--- config.mk ---
export PLATFORM = sky130hd
export DESIGN_NAME = gpu_command_packet_parser
export DESIGN_NICKNAME = d
export VERILOG_FILES = /design/src/gcpp_pkg.sv /design/src/gcpp_decode.sv /design/src/gpu_command_packet_parser.sv
export VERILOG_INCLUDE_DIRS = /design/src /design/src/src
export SDC_FILE = /design/constraint.sdc
export NUM_CORES = 1
export LEC_CHECK = 0
export BUFFER_PORTS_ARGS = -buffer_cell sky130_fd_sc_hd__buf_2
export CORE_MARGIN = 1
export CORE_UTILIZATION = 50
export CTS_CLUSTER_DIAMETER = 150
export DETAILED_ROUTE_END_ITERATION = 8
export PLACE_DENSITY = 0.73
export SYNTH_ARGS = -nofsm -noshare
export SYNTH_HDL_FRONTEND = slang
export SYNTH_SLANG_ARGS = --single-unit
--- constraint.sdc ---
create_clock -name clk -period 3.2 [get_ports clk]
set_input_delay 0.16 -clock clk [delete_from_list [all_inputs] [get_ports clk]]
set_output_delay 0.16 -clock clk [all_outputs]
set_load 0.05 [all_outputs]
--- src/gpu_command_packet_parser_defines.svh ---
`ifndef GPU_COMMAND_PACKET_PARSER_DEFINES_SVH
`define GPU_COMMAND_PACKET_PARSER_DEFINES_SVH

// check that a condition implies another in the same cycle
`define GCPP_ASSERT_IMPLY(label, cond, expr) \
    label: assert property (@(posedge clk) disable iff (!rst_n) (cond) |-> (expr)) \
        else $error("gcpp check failed");

// check that a condition implies another in the next cycle
`define GCPP_ASSERT_NEXT(label, cond, expr) \
    label: assert property (@(posedge clk) disable iff (!rst_n) (cond) |=> (expr)) \
        else $error("gcpp check failed");

`endif

--- src/gcpp_pkg.sv ---
package gcpp_pkg;

    localparam int unsigned WORD_W   = 32;
    localparam int unsigned ADDR_W   = 17;
    localparam int unsigned LEFT_W   = 15;
    localparam int unsigned CNT_W    = 14;
    localparam int unsigned OPC_W    = 8;
    localparam int unsigned KIND_W   = 3;
    localparam int unsigned CIDX_W   = 8;
    localparam int unsigned TDATA_W  = 128;
    localparam int unsigned TUSER_W  = 5;

    localparam logic [ADDR_W-1:0] IB_BASE_RESET = 17'h00700;
    localparam logic [ADDR_W-1:0] IB_SIZE_RESET = 17'h00704;

    localparam logic [CIDX_W-1:0] REG_IB_BASE = 8'd0;
    localparam logic [CIDX_W-1:0] REG_IB_SIZE = 8'd1;

    localparam logic [1:0] PKT_TYPE0 = 2'd0;
    localparam logic [1:0] PKT_TYPE2 = 2'd2;
    localparam logic [1:0] PKT_TYPE3 = 2'd3;

    typedef enum logic [KIND_W-1:0] {
        KIND_TYPE0_HDR = 3'd0,
        KIND_TYPE2_HDR = 3'd1,
        KIND_TYPE3_HDR = 3'd2,
        KIND_REG_WRITE = 3'd3,
        KIND_PAYLOAD   = 3'd4,
        KIND_BAD_TYPE  = 3'd5
    } kind_t;

    typedef enum logic [1:0] {
        PH_HEADER = 2'd0,
        PH_TYPE0  = 2'd1,
        PH_TYPE3  = 2'd2
    } phase_t;

    typedef struct packed {
        phase_t              phase;
        logic [LEFT_W-1:0]   words_left;
        logic [ADDR_W-1:0]   next_reg;
        logic                fixed_reg;
        logic [OPC_W-1:0]    cur_opcode;
        logic [WORD_W-1:0]   ib_base_latch;
    } state_t;

    typedef struct packed {
        logic [ADDR_W-1:0]   ib_base_addr;
        logic [ADDR_W-1:0]   ib_size_addr;
    } cfg_t;

    typedef struct packed {
        kind_t               kind;
        logic [ADDR_W-1:0]   reg_addr;
        logic [WORD_W-1:0]   word_out;
        logic [OPC_W-1:0]    opcode;
        logic                ib_valid;
        logic [WORD_W-1:0]   ib_address;
        logic [WORD_W-1:0]   ib_length;
        logic                truncated;
    } result_t;

endpackage

--- src/gcpp_decode.sv ---
module gcpp_decode
(
    input  gcpp_pkg::state_t                  state,
    input  gcpp_pkg::cfg_t                    cfg,
    input  logic [gcpp_pkg::WORD_W-1:0]       word,
    input  logic                              stream_end,
    output gcpp_pkg::state_t                  state_next,
    output gcpp_pkg::result_t                 result
);

    always_comb
    begin
        logic [1:0]                      pkt_type;
        logic [gcpp_pkg::CNT_W-1:0]      cnt;
        logic [gcpp_pkg::LEFT_W-1:0]     left_dec;
        logic [gcpp_pkg::WORD_W-1:0]     latch_tmp;

        pkt_type   = word[31:30];
        cnt        = word[29:16];
        left_dec   = state.words_left - gcpp_pkg::LEFT_W'(1);
        latch_tmp  = state.ib_base_latch;
        state_next = state;

        result            = '0;
        result.kind       = gcpp_pkg::KIND_TYPE0_HDR;
        result.word_out   = word;

        case (state.phase)
            gcpp_pkg::PH_TYPE0:
            begin
                result.kind     = gcpp_pkg::KIND_REG_WRITE;
                result.reg_addr = state.next_reg;
                if (state.next_reg == cfg.ib_base_addr)
                begin
                    latch_tmp = word;
                end
                state_next.ib_base_latch = latch_tmp;
                if (state.next_reg == cfg.ib_size_addr)
                begin
                    result.ib_valid          = 1'b1;
                    result.ib_address        = latch_tmp;
                    result.ib_length         = word;
                    state_next.ib_base_latch = '0;
                end
                if (!state.fixed_reg)
                begin
                    state_next.next_reg = state.next_reg + gcpp_pkg::ADDR_W'(4);
                end
                state_next.words_left = left_dec;
                if (left_dec == '0)
                begin
                    state_next.phase = gcpp_pkg::PH_HEADER;
                end
            end
            gcpp_pkg::PH_TYPE3:
            begin
                result.kind           = gcpp_pkg::KIND_PAYLOAD;
                result.opcode         = state.cur_opcode;
                state_next.words_left = left_dec;
                if (left_dec == '0)
                begin
                    state_next.phase = gcpp_pkg::PH_HEADER;
                end
            end
            default:
            begin
                state_next.phase = gcpp_pkg::PH_HEADER;
                case (pkt_type)
                    gcpp_pkg::PKT_TYPE0:
                    begin
                        result.kind           = gcpp_pkg::KIND_TYPE0_HDR;
                        state_next.fixed_reg  = word[15];
                        state_next.next_reg   = {2'b00, word[12:0], 2'b00};
                        state_next.words_left = {1'b0, cnt} + gcpp_pkg::LEFT_W'(1);
                        state_next.phase      = gcpp_pkg::PH_TYPE0;
                    end
                    gcpp_pkg::PKT_TYPE2:
                    begin
                        result.kind = gcpp_pkg::KIND_TYPE2_HDR;
                    end
                    gcpp_pkg::PKT_TYPE3:
                    begin
                        result.kind           = gcpp_pkg::KIND_TYPE3_HDR;
                        state_next.cur_opcode = word[15:8];
                        result.opcode         = word[15:8];
                        state_next.words_left = {1'b0, cnt} + gcpp_pkg::LEFT_W'(1);
                        state_next.phase      = gcpp_pkg::PH_TYPE3;
                    end
                    default:
                    begin
                        result.kind = gcpp_pkg::KIND_BAD_TYPE;
                    end
                endcase
            end
        endcase

        if (stream_end && (state_next.phase != gcpp_pkg::PH_HEADER))
        begin
            result.truncated      = 1'b1;
            state_next.phase      = gcpp_pkg::PH_HEADER;
            state_next.words_left = '0;
        end
    end

endmodule

--- src/gpu_command_packet_parser.sv ---
// Command packet parser: splits a stream of 32-bit command words into
// packet headers, register writes and opaque payload, one result per word.
// Channels:
//   s_*   : command words in; tdata = word, tlast marks the end of a stream span.
//   m_*   : one result beat per command word (fields listed at the port).
//   cfg_* : register writes; index 0 sets the IB base register address,
//           index 1 the IB size register address. cfg_ready is always high.
// Throughput: one word per cycle while m_tready is high, set by the single decode
// stage between the input register and the result register.
// A word is held in the input register, and its result in the result register.
// A write to the IB size register gives ib_valid with the latched base.
// A stream end inside a packet sets truncated and drops the rest of it.
// Reset: the parser waits for a header, the IB latch is cleared and the
// register addresses return to 0x700 and 0x704.
// Stall: a held result keeps its beat stable; an empty input register still takes
// one more word, then s_tready drops until m_tready returns.
`include "gpu_command_packet_parser_defines.svh"

module gpu_command_packet_parser
(
    input  logic                                 clk,
    input  logic                                 rst_n,

    input  logic                                 s_tvalid,
    output logic                                 s_tready,
    input  logic [gcpp_pkg::WORD_W-1:0]          s_tdata,   // word[31:0]
    input  logic                                 s_tlast,

    output logic                                 m_tvalid,
    input  logic                                 m_tready,
    // reg_addr[16:0], word_out[48:17], opcode[56:49], ib_address[88:57],
    // ib_length[120:89], zero fill[127:121]
    output logic [gcpp_pkg::TDATA_W-1:0]         m_tdata,
    // kind[2:0], ib_valid[3], truncated[4]
    output logic [gcpp_pkg::TUSER_W-1:0]         m_tuser,

    input  logic                                 cfg_valid,
    output logic                                 cfg_ready,
    input  logic [gcpp_pkg::CIDX_W-1:0]          cfg_index,
    input  logic [gcpp_pkg::ADDR_W-1:0]          cfg_data
);

    logic                          in_valid_reg;
    logic [gcpp_pkg::WORD_W-1:0]   in_word_reg;
    logic                          in_end_reg;
    logic                          out_valid_reg;
    gcpp_pkg::result_t             out_reg;
    gcpp_pkg::state_t              state_reg;
    gcpp_pkg::state_t              state_next;
    gcpp_pkg::cfg_t                cfg_reg;
    gcpp_pkg::result_t             result;
    logic                          out_free;
    logic                          advance;

    assign out_free  = !out_valid_reg || m_tready;
    assign advance   = in_valid_reg && out_free;
    assign s_tready  = !in_valid_reg || out_free;
    assign cfg_ready = 1'b1;

    gcpp_decode u_decode
    (
        .state      (state_reg),
        .cfg        (cfg_reg),
        .word       (in_word_reg),
        .stream_end (in_end_reg),
        .state_next (state_next),
        .result     (result)
    );

    always_ff @(posedge clk or negedge rst_n)
    begin
        if (!rst_n)
        begin
            in_valid_reg           <= 1'b0;
            out_valid_reg          <= 1'b0;
            state_reg.phase        <= gcpp_pkg::PH_HEADER;
            state_reg.words_left   <= '0;
            state_reg.next_reg     <= '0;
            state_reg.fixed_reg    <= 1'b0;
            state_reg.cur_opcode   <= '0;
            state_reg.ib_base_latch <= '0;
            cfg_reg.ib_base_addr   <= gcpp_pkg::IB_BASE_RESET;
            cfg_reg.ib_size_addr   <= gcpp_pkg::IB_SIZE_RESET;
        end
        else
        begin
            if (s_tready)
            begin
                in_valid_reg <= s_tvalid;
            end
            if (out_free)
            begin
                out_valid_reg <= in_valid_reg;
            end
            if (advance)
            begin
                state_reg <= state_next;
            end
            if (cfg_valid && cfg_ready)
            begin
                if (cfg_index == gcpp_pkg::REG_IB_BASE)
                begin
                    cfg_reg.ib_base_addr <= cfg_data;
                end
                else if (cfg_index == gcpp_pkg::REG_IB_SIZE)
                begin
                    cfg_reg.ib_size_addr <= cfg_data;
                end
            end
        end
    end

    always_ff @(posedge clk)
    begin
        if (s_tready && s_tvalid)
        begin
            in_word_reg <= s_tdata;
            in_end_reg  <= s_tlast;
        end
        if (advance)
        begin
            out_reg <= result;
        end
    end

    assign m_tvalid = out_valid_reg;
    assign m_tdata  = {7'd0, out_reg.ib_length, out_reg.ib_address, out_reg.opcode,
                       out_reg.word_out, out_reg.reg_addr};
    assign m_tuser  = {out_reg.truncated, out_reg.ib_valid, out_reg.kind};

    `GCPP_ASSERT_IMPLY(a_ib_on_reg_write, m_tvalid && out_reg.ib_valid,
        out_reg.kind == gcpp_pkg::KIND_REG_WRITE)
    `GCPP_ASSERT_IMPLY(a_trunc_in_packet, m_tvalid && out_reg.truncated,
        out_reg.kind != gcpp_pkg::KIND_TYPE2_HDR && out_reg.kind != gcpp_pkg::KIND_BAD_TYPE)
    `GCPP_ASSERT_NEXT(a_stage_hold, in_valid_reg && !out_free, in_valid_reg)
    `GCPP_ASSERT_NEXT(a_trunc_to_header, advance && result.truncated,
        state_reg.phase == gcpp_pkg::PH_HEADER && state_reg.words_left == '0)

endmodule

# Word level (Yosys, flattened, before mapping)
# Cells that the tools add are included.
[op_classes]
n_addsub = 3
eq_ne = 8
mux = 15
bitwise_logic = 3
n_reduce_logical = 22
[ops]
columns = ["operator", "count"]
rows = [
  ["$pmux W17 S2", 2],
  ["$mux W65", 1],
  ["$mux W32", 2],
  ["$mux W17", 3],
  ["$eq A17 B17 Y1", 2],
  ["$mux W18", 1],
  ["$add A17 B3 Y17 const B", 1],
  ["$pmux W8 S2", 1],
  ["$add A14 B1 Y15 const B", 1],
  ["$logic_not A15 Y1", 1],
  ["$sub A15 B1 Y15 const B", 1],
  ["$pmux W3 S3", 1],
  ["$reduce_and A3 Y1", 3],
  ["$eq A8 B1 Y1 const B", 1],
  ["$logic_not A8 Y1", 1],
  ["$mux W8", 1],
  ["$reduce_and A2 Y1", 4],
  ["$eq A2 B2 Y1 const B", 3],
  ["$pmux W3 S2", 1],
  ["$reduce_and A4 Y1", 1],
  ["$reduce_bool A2 Y1", 2],
  ["$reduce_bool A4 Y1", 1],
  ["$logic_and A1 B1 Y1", 3],
  ["$not A1 Y1", 3],
  ["8 further kinds", 10],
]
[totals]
register_bits = 270
in_bits = 63
output_inout_bits = 136
word_cells = 71

# Longest topological paths before layout
# Gate-level depths: netlist of run 1.
[depth]
ltp_word = 8
mapped_depth = 9
mapped_depth_nobuf = 7

# By module
# Synthesis of run 1 repeated with hierarchy kept, for this count alone.
[unflattened]
hier_cells = 996
area_unflattened_um2 = 12761.0
[modules_own_cells]
columns = ["mod", "instances", "cells_each", "area_each_um2", "seq_area_each_um2"]
rows = [
  ["gpu_command_packet_parser", 1, 412, 9048.7, 7561.0],
  ["gcpp_decode", 1, 584, 3712.3, 0.0],
]

# Least setup slack after synthesis of run 1
# OpenSTA, ideal clock, no wires.
[synth_timing]
path_type = "reg2reg"
startpoint = "register out_valid_reg (netlist: m_tvalid)"
endpoint = "register state_reg[18] (netlist bit)"
setup_time_ns = 0.121
arrival_ns = 3.328
required_ns = 3.079
slack_ns = -0.249
path_stages_with_launch = 7
n_path_buf = 1
period_less_slack_ns = 3.449
path_cell_list = "dfrtp_1 nand2b_1 nand2_1 inv_2 o211ai_1 clkbuf_1 a22o_1"
[synth_between]
elab_chain_cells = 4
[synth_rtl]
columns = ["item", "line", "rtl"]
rows = [
  ["from (decl)", "gpu_command_packet_parser.sv:46", "logic out_valid_reg;"],
  ["from (signal assigned)", "gpu_command_packet_parser.sv:93", "out_valid_reg <= in_valid_reg;"],
  ["$logic_not A1 Y1", "gpu_command_packet_parser.sv:55", "assign out_free = !out_valid_reg || m_tready;"],
  ["$logic_or A1 B1 Y1", "gpu_command_packet_parser.sv:55", ""],
  ["$logic_and A1 B1 Y1", "gpu_command_packet_parser.sv:56", "assign advance = in_valid_reg && out_free;"],
  ["net advance", "gpu_command_packet_parser.sv:53", "logic advance;"],
  ["$reduce_and A2 Y1 (no source line)", "n/a", ""],
  ["to (signal assigned)", "gpu_command_packet_parser.sv:97", "state_reg <= state_next;"],
  ["to (decl)", "gpu_command_packet_parser.sv:48", "gcpp_pkg::state_t state_reg;"],
]
# The timed path passes the listed nets, and every way through them passes these cells.
# A chain may end at the register's enable or synchronous reset.

# Final worst setup path of run 1
[layout_timing]
startpoint = "register state_reg[48] (netlist bit)"
endpoint = "register state_reg[28] (netlist bit)"
[layout_between]
elab_chain_cells = 3
elab_cells_between_ends = 4
classes_between = "eq/ne: 2; mux: 2"
[layout_rtl]
columns = ["item", "line", "rtl"]
rows = [
  ["$eq A17 B17 Y1", "gcpp_decode.sv:33", "if (state.next_reg == cfg.ib_base_addr)"],
  ["$mux W32", "gcpp_decode.sv:33", ""],
  ["$mux W32 (*)", "gcpp_decode.sv:38", "if (state.next_reg == cfg.ib_size_addr)"],
]
# Mark *: on every way between the ends. The rest lies on a longest branch, timed or not.

==> results.md, run 1 <==
* Distinct cells, synth at 66
* Hold Path Sink: m_tvalid
* Starting DRC count in detailed routing at 591
* Residual DRC count at 0
* Final Wtd Congestion at 0.8275
* Crit-path max FO at 32
* Critical Path, Cell by Cell: xnor2_1, nand4_1, nor4_4, buf_4, nor4b_4, buf_4, a22o_1
* Htree depth at 1
* Worst vdd ir at between 0.0003 and 0.0004 V
* Most frequent cells in the layout: buf_2, edfxtp_1, dfrtp_1
* DRT Pass-1 Iters at 5
* CP max stage cell: nor4_4
* Worst setup SP type: flip-flop
* Die ar. at 23600 sq um
* RSZ-0062 raised after global routing: no
* Status: complete, no violations
* Vias in the first global route at 7682
* R2r setup slk at 0.55 ns
* Vias at 7872
* WP data arrival at 3.07 ns
* Cts hold-fix bufs at between 50 and 60
* Total GRT Usage at 22.79%
* Grt total ovfl at 0
* Ys flop type: edfxtp_1
* DPL Wire Length at 17350 um
* Dpl ws at between 0.5 and 0.6 ns
* Sequential area share after synthesis at 64.81%
* Final Max Tran Viols at 0
* Number of flip-flops under the largest register name at 119
* Worst r2r src: state_reg[48]
* Ys Warns at 0
* Cell Rows at 55
* Final min period at roughly 2.7 ns
* First-pass GRT wire length at 42400 um
* Final ANT Viol Nets at 0
* Max Fclk at ~380 MHz
* Slew margin rel. at roughly a third
* ANT cells at 0
* Worst-margin pin slew at about 0.98 ns
* Worst hold path type: input port to flip-flop
* Largest net degree at the start of global routing at 65
* Drt total wl at 26650 um
* Finish-stage setup viols at 0
* Synth Instances at 858
* Synthesized area per cell at 13.40 sq um
* Post-Synthesis Cell Area at 11500 sq um
* Most used cell, CP: buf_4
* CP max stage delay at around 0.7 ns
* Final worst-path cycle share at 82.82%
* Io pins at 199
* Fraction of layout instances using a drive strength above 1 at approximately a quarter
* Core area at 22570 sq um
* Asr flop ratio synth at 40.98%
* CTS tree: yes
* Worst hold path depth at 3
* Reg2Reg Depth at 7
* Max-cap violation count at 0
* Initial Util at 50.93%
* Placed cell areas at 12730 sq um
* Final Cell Area at 14110 sq um
* DIE HEIGHT at 153.6 um
* Nets at 1164
* Max clock buf depth at 3
* Crit Path Category: flip-flop to flip-flop
* PortBufs at 188
* Worst skew pair latency at 0.54 ns
* # clock sinks at approximately 270
* Post-synth EDFFs at roughly 160
* Leakage at 5.885 nW
* Most common cell after layout, fill and taps aside: buf_2
* Layout area overhead at 22.75%
* Post-CTS Resized at 0
* Post-CTS setup buffers at 0
* CTS Buf Count at 27
* WL per Instance at 19.08 um
* Fin. Hold Viols at 0
* Cell Pwr Density at 743.2 nW/um^2
* Final setup margin at 0.5498 ns
* Min-delay src: m_tready
* R2r endpoint: state_reg[28]
* Root Driver: clkbuf_16
* Setup TNS at 0 ns
* Initial antenna violation count at 0
* Worst-path clk slew at 0.06 ns
* Yosys reg bits at 266
* Via-to-Cell Ratio at 5.635
* Chip width at 153.6 um
* Req. time, crit path at approximately 3.6 ns
* Clk_skew at around 0.012 ns
* Worst Setup End Kind: flip-flop
-- how the worst max path moves through the flow --
stage | cells after the start | to | start
4_1_cts | 7 | state_reg[19] | state_reg[48]
3_5_place_dp | 7 | state_reg[28] | state_reg[48]
2_1_floorplan | 6 | state_reg[18] | m_tvalid
5_1_grt | 7 | state_reg[28] | state_reg[48]
6_report | 7 | state_reg[28] | state_reg[48]
3_3_place_gp | 7 | state_reg[20] | state_reg[48]
-- layout make-up --
type                            instances  area (sq um)
Fill cell                            1712          8461
Sequential cell                       266          7451
Multi-Input combinational cell        517          3722
Timing Repair Buffer                  260          1654
Clock buffer                           33         698.2
Tap cell                              285         356.6
Clock inverter                         17         155.1
Inverter                               19         73.82
-- through the flow --
step / cells / util, % / hold WS [ns] / power, W
global placement: 1294 / 56.39 / 0.2281 / 0.007358
global route: 1397 / 62.52 / 0.07300 / 0.01095
detailed placement: 1294 / 56.39 / 0.2299 / 0.007418
CTS: 1397 / 62.52 / 0.01051 / 0.01052
floorplan: 866 / - / -0.1356 / 0.006684
finish: 1397 / 62.52 / 0.02454 / 0.01049
-- logic make-up (layout without fill, tap and decap cells) --
family	after synthesis	after routing	share of synthesized area [%]
adder cells (fa/ha/maj)	10	10	1.088
XOR/XNOR	51	51	3.886
flip-flops	266	266	64.81
buffers and inverters	83	329	3.178
AO/OA/AOI/OAI	126	126	8.598
multiplexers	83	83	7.695
other	2	10	0.06533
AND/OR/NAND/NOR	237	237	10.68
-- worst max-delay path, delay by kind of cell, from the launching register on --
family	cells	cell delay, ns
AOI/OAI and AO/OA	1	0.23
buffers and inverters	2	0.56
and+or+nand+nor	3	0.97
xor gates and xnor gates	1	0.25
DFF	1	0.50
-- power breakdown --
part / leakage, nW / internal, W / switching [W]
clock network: 0.400 / 0.00172 / 0.00132
logic: 2.51 / 0.00105 / 0.00178
registers: 2.97 / 0.00413 / 0.000490
-- cell usage after synthesis (3+ instances only) --
| library cell | instances | area, sq um |
|---|---|---|
| nand4b_1 | 3 | 26.28 |
| buf_1 | 3 | 11.26 |
| dfrtp_1 | 102 | 2552 |
| buf_4 | 10 | 75.07 |
| mux2_2 | 33 | 371.6 |
| nand4_1 | 13 | 81.33 |
| a32o_1 | 4 | 40.04 |
| inv_1 | 17 | 63.81 |
| nand3_1 | 18 | 90.09 |
| or3_1 | 5 | 31.28 |
| buf_2 | 13 | 65.06 |
| mux2_1 | 10 | 112.6 |
| o21ai_0 | 6 | 30.03 |
| nand2_1 | 41 | 153.9 |
| a22oi_1 | 4 | 30.03 |
| o22ai_1 | 13 | 81.33 |
| xor2_1 | 7 | 61.31 |
| nor2_1 | 72 | 270.3 |
| and3_1 | 33 | 206.5 |
| xnor2_1 | 44 | 385.4 |
| ha_1 | 10 | 125.1 |
| a31oi_1 | 3 | 18.77 |
| clkbuf_1 | 38 | 142.6 |
| dfstp_2 | 7 | 183.9 |
| o21ai_1 | 6 | 30.03 |
| mux2i_1 | 40 | 400.4 |
| and2_1 | 16 | 100.1 |
| nand2b_1 | 4 | 25.02 |
| edfxtp_1 | 157 | 4715 |
| nor3_1 | 10 | 50.05 |
| a221o_1 | 3 | 30.03 |
| nor2b_1 | 6 | 37.54 |
| a22o_1 | 50 | 437.9 |
| a21oi_1 | 8 | 40.04 |
| nor4_1 | 5 | 31.28 |
| a221oi_1 | 4 | 35.03 |
-- per-layer routing --
layer	wire (um)	global-route usage [%]
met2	12570	36.58
met5	0	0
met1	12030	32.58
met3	1533	3.692
met4	514	5.571
Power figures use the tool's default switching activity.
==> run 2, diff against run 1 <==
Settings changed: PLACE_DENSITY 0.73 to 0.7.
Clock period 3.2 ns to 2.7 ns, I/O delays scaled along.
==> results.md, run 2 (same netlist as run 1, synthesis figures left out) <==
* Worst Setup SP: in_word_reg[31]
* Worst-margin pin slew at 0.7729 ns (-0.2038 ns)
* Final Max Tran Viols at 0 (unchanged)
* Worst hold path type: input port to flip-flop
* Multi-input gate area at 3722 sq um (unchanged)
* Die ar. at 23600 sq um (unchanged)
* Io pins at 199 (unchanged)
* Post-CTS Resized at 0 (unchanged)
* DIE HEIGHT at 153.6 um (unchanged)
* Clk_skew at 0.01715 ns (+0.005342 ns)
* Met1 WL at 12570 um (+4.5%)
* Filler cell count at 1754 (+2.5%)
* Finish-stage setup viols at 0 (unchanged)
* Total Power at 0.01247 W (+19%)
* Fraction of layout instances using a drive strength above 1 at 27.63% (+1.2 points)
* Worst-path clk slew at 0.06 ns (about the same)
* Core Util, Final at 62.98% (+0.47 points)
* Leakage at 5.985 nW (+1.7%)
* Layout area overhead at 23.66%
* Nets at 1185 (+1.8%)
* Worst vdd ir at 0.0004973 V (+27%)
* Largest net degree at the start of global routing at 54 (-17%)
* Fin. Hold Viols at 0 (unchanged)
* Max Fclk at 397.4 MHz (+5.3%)
* DRT Pass-1 Iters at 5 (unchanged)
* Grt total ovfl at 0 (unchanged)
* Residual DRC count at 0 (unchanged)
* CTS Buf Count at 27 (unchanged)
* WP data arrival at 2.93 ns (-0.14 ns)
* Worst hold path depth at 4 (+1)
* PortBufs at 188 (unchanged)
* Register Area at 7451 sq um (unchanged)
* RSZ-0062 raised after global routing: no
* Most frequent cells in the layout: buf_2, edfxtp_1, dfrtp_1
* Cts hold-fix bufs at 54 (+1.9%)
* Core area at 22570 sq um (unchanged)
* Initial Util at 50.93% (unchanged)
* R2r setup slk at 0.18 ns (-0.37 ns)
* Final Wtd Congestion at 0.8879 (+7.3%)
* Max clock buf depth at 3 (unchanged)
* Worst skew pair latency at 0.54 ns (about the same)
* Reg2Reg Depth at 7 (unchanged)
* # clock sinks at 266 (unchanged)
* Req. time, crit path at 3.11 ns (-0.51 ns)
* ANT cells at 0 (unchanged)
* Number of flip-flops under the largest register name at 119 (unchanged)
* Total GRT Usage at 23.66% (+0.87 points)
* First-pass GRT wire length at 43950 um (+3.7%)
* Most common cell after layout, fill and taps aside: buf_2
* Root Driver: clkbuf_16
* Vias in the first global route at 7786 (+1.4%)
* Worst setup SP type: flip-flop
* Drt total wl at 27580 um (+3.5%)
* Chip width at 153.6 um (unchanged)
* Crit Path Category: flip-flop to flip-flop
* Vias at 7962 (+1.1%)
* Slew margin rel. at 48.47% (+14 points)
* Final worst-path cycle share at 93.19% (+10 points)
* Post-CTS setup buffers at 0 (unchanged)
* CTS tree: yes
* WL met2 at 12850 um (+2.2%)
* Via-to-Cell Ratio at 5.615 (-0.35%)
* Initial antenna violation count at 0 (unchanged)
* Starting DRC count in detailed routing at 521 (-12%)
* Status: complete, no violations
* Crit path to: state_reg[59]
* Htree depth at 1 (unchanged)
* Setup TNS at 0 ns (unchanged)
* Met3 wire length at 1738 um (+13%)
* Worst Setup End Kind: flip-flop
* WL per Instance at 19.45 um (+1.9%)
* WHS at 0.1875 ns (+0.1630 ns)
* Highest Signal Layer: met4
* DPL Wire Length at 18450 um (+6.3%)
* Cell Rows at 55 (unchanged)
* Final ANT Viol Nets at 0 (unchanged)
* Max-cap violation count at 0 (unchanged)
* Crit-path max FO at 15 (-53%)
* Worst r2r src: in_word_reg[31]
* Final min period at 2.516 ns (-0.1340 ns)
* R2r endpoint: state_reg[59]
* Cell Pwr Density at 877.3 nW/um^2 (+18%)
run 2: cell count changes in the layout (fill, tap and decap cells not counted), sizes merged:
cell,change
clkinvlp,-5
clkbuf,+5
dlygate4sd3,+1
bufinv,-1
buf,+20
inv,+1
run 2: per-stage QoR:
stage | area (sq um) | setup WS, ns | cells
floorplan | 11530 | 0.1100 | 866
global placement | 12840 | 0.3047 | 1314
detailed placement | 12840 | 0.2236 | 1314
CTS | 14220 | 0.2073 | 1418
global route | 14220 | 0.01830 | 1418
finish | 14220 | 0.1838 | 1418
run 2: worst min-delay path by stage:
stage / start / to / slack (ns)
finish: cfg_index[0] / cfg_reg[27] / 0.19
global route: cfg_index[0] / cfg_reg[32] / 0.18
CTS: cfg_index[0] / cfg_reg[28] / 0.17
detailed placement: rst_n / state_reg[35] / 0.26
global placement: rst_n / state_reg[34] / 0.26
floorplan: rst_n / cfg_reg[0] / -0.16
run 2: critical path, cell delays in order (launching register included):
cell	delay [ns]
edfxtp_1	0.44
inv_1	0.13
ha_1	0.31
nor2_1	0.29
or3b_1	0.51
o22ai_1	0.22
a32o_1	0.31
a31o_1	0.19
run 2: area by class of cell:
class,instances,share of cell area (%)
repair buffers,281,12.50
clock inverters,12,0.6073
flip-flops and latches,266,52.41
well taps,285,2.508
multi-input cells,517,26.18
inverters,19,0.5369
clock buffers,38,5.254
run 2: routing by layer:
metal  global-route usage (%)  vias up
met2                    37.66      304
met1                    34.84     3968
met5                        0        -
met4                    4.762        0
met3                    3.326       32
li1                         -     3658
run 2: where the power goes:
group	switching [W]	leakage [nW]	internal (W)	total [W]
Sequential	0.000514	2.97	0.00489	0.00541
Combinational	0.00221	2.60	0.00133	0.00353
Clock	0.00151	0.410	0.00202	0.00353
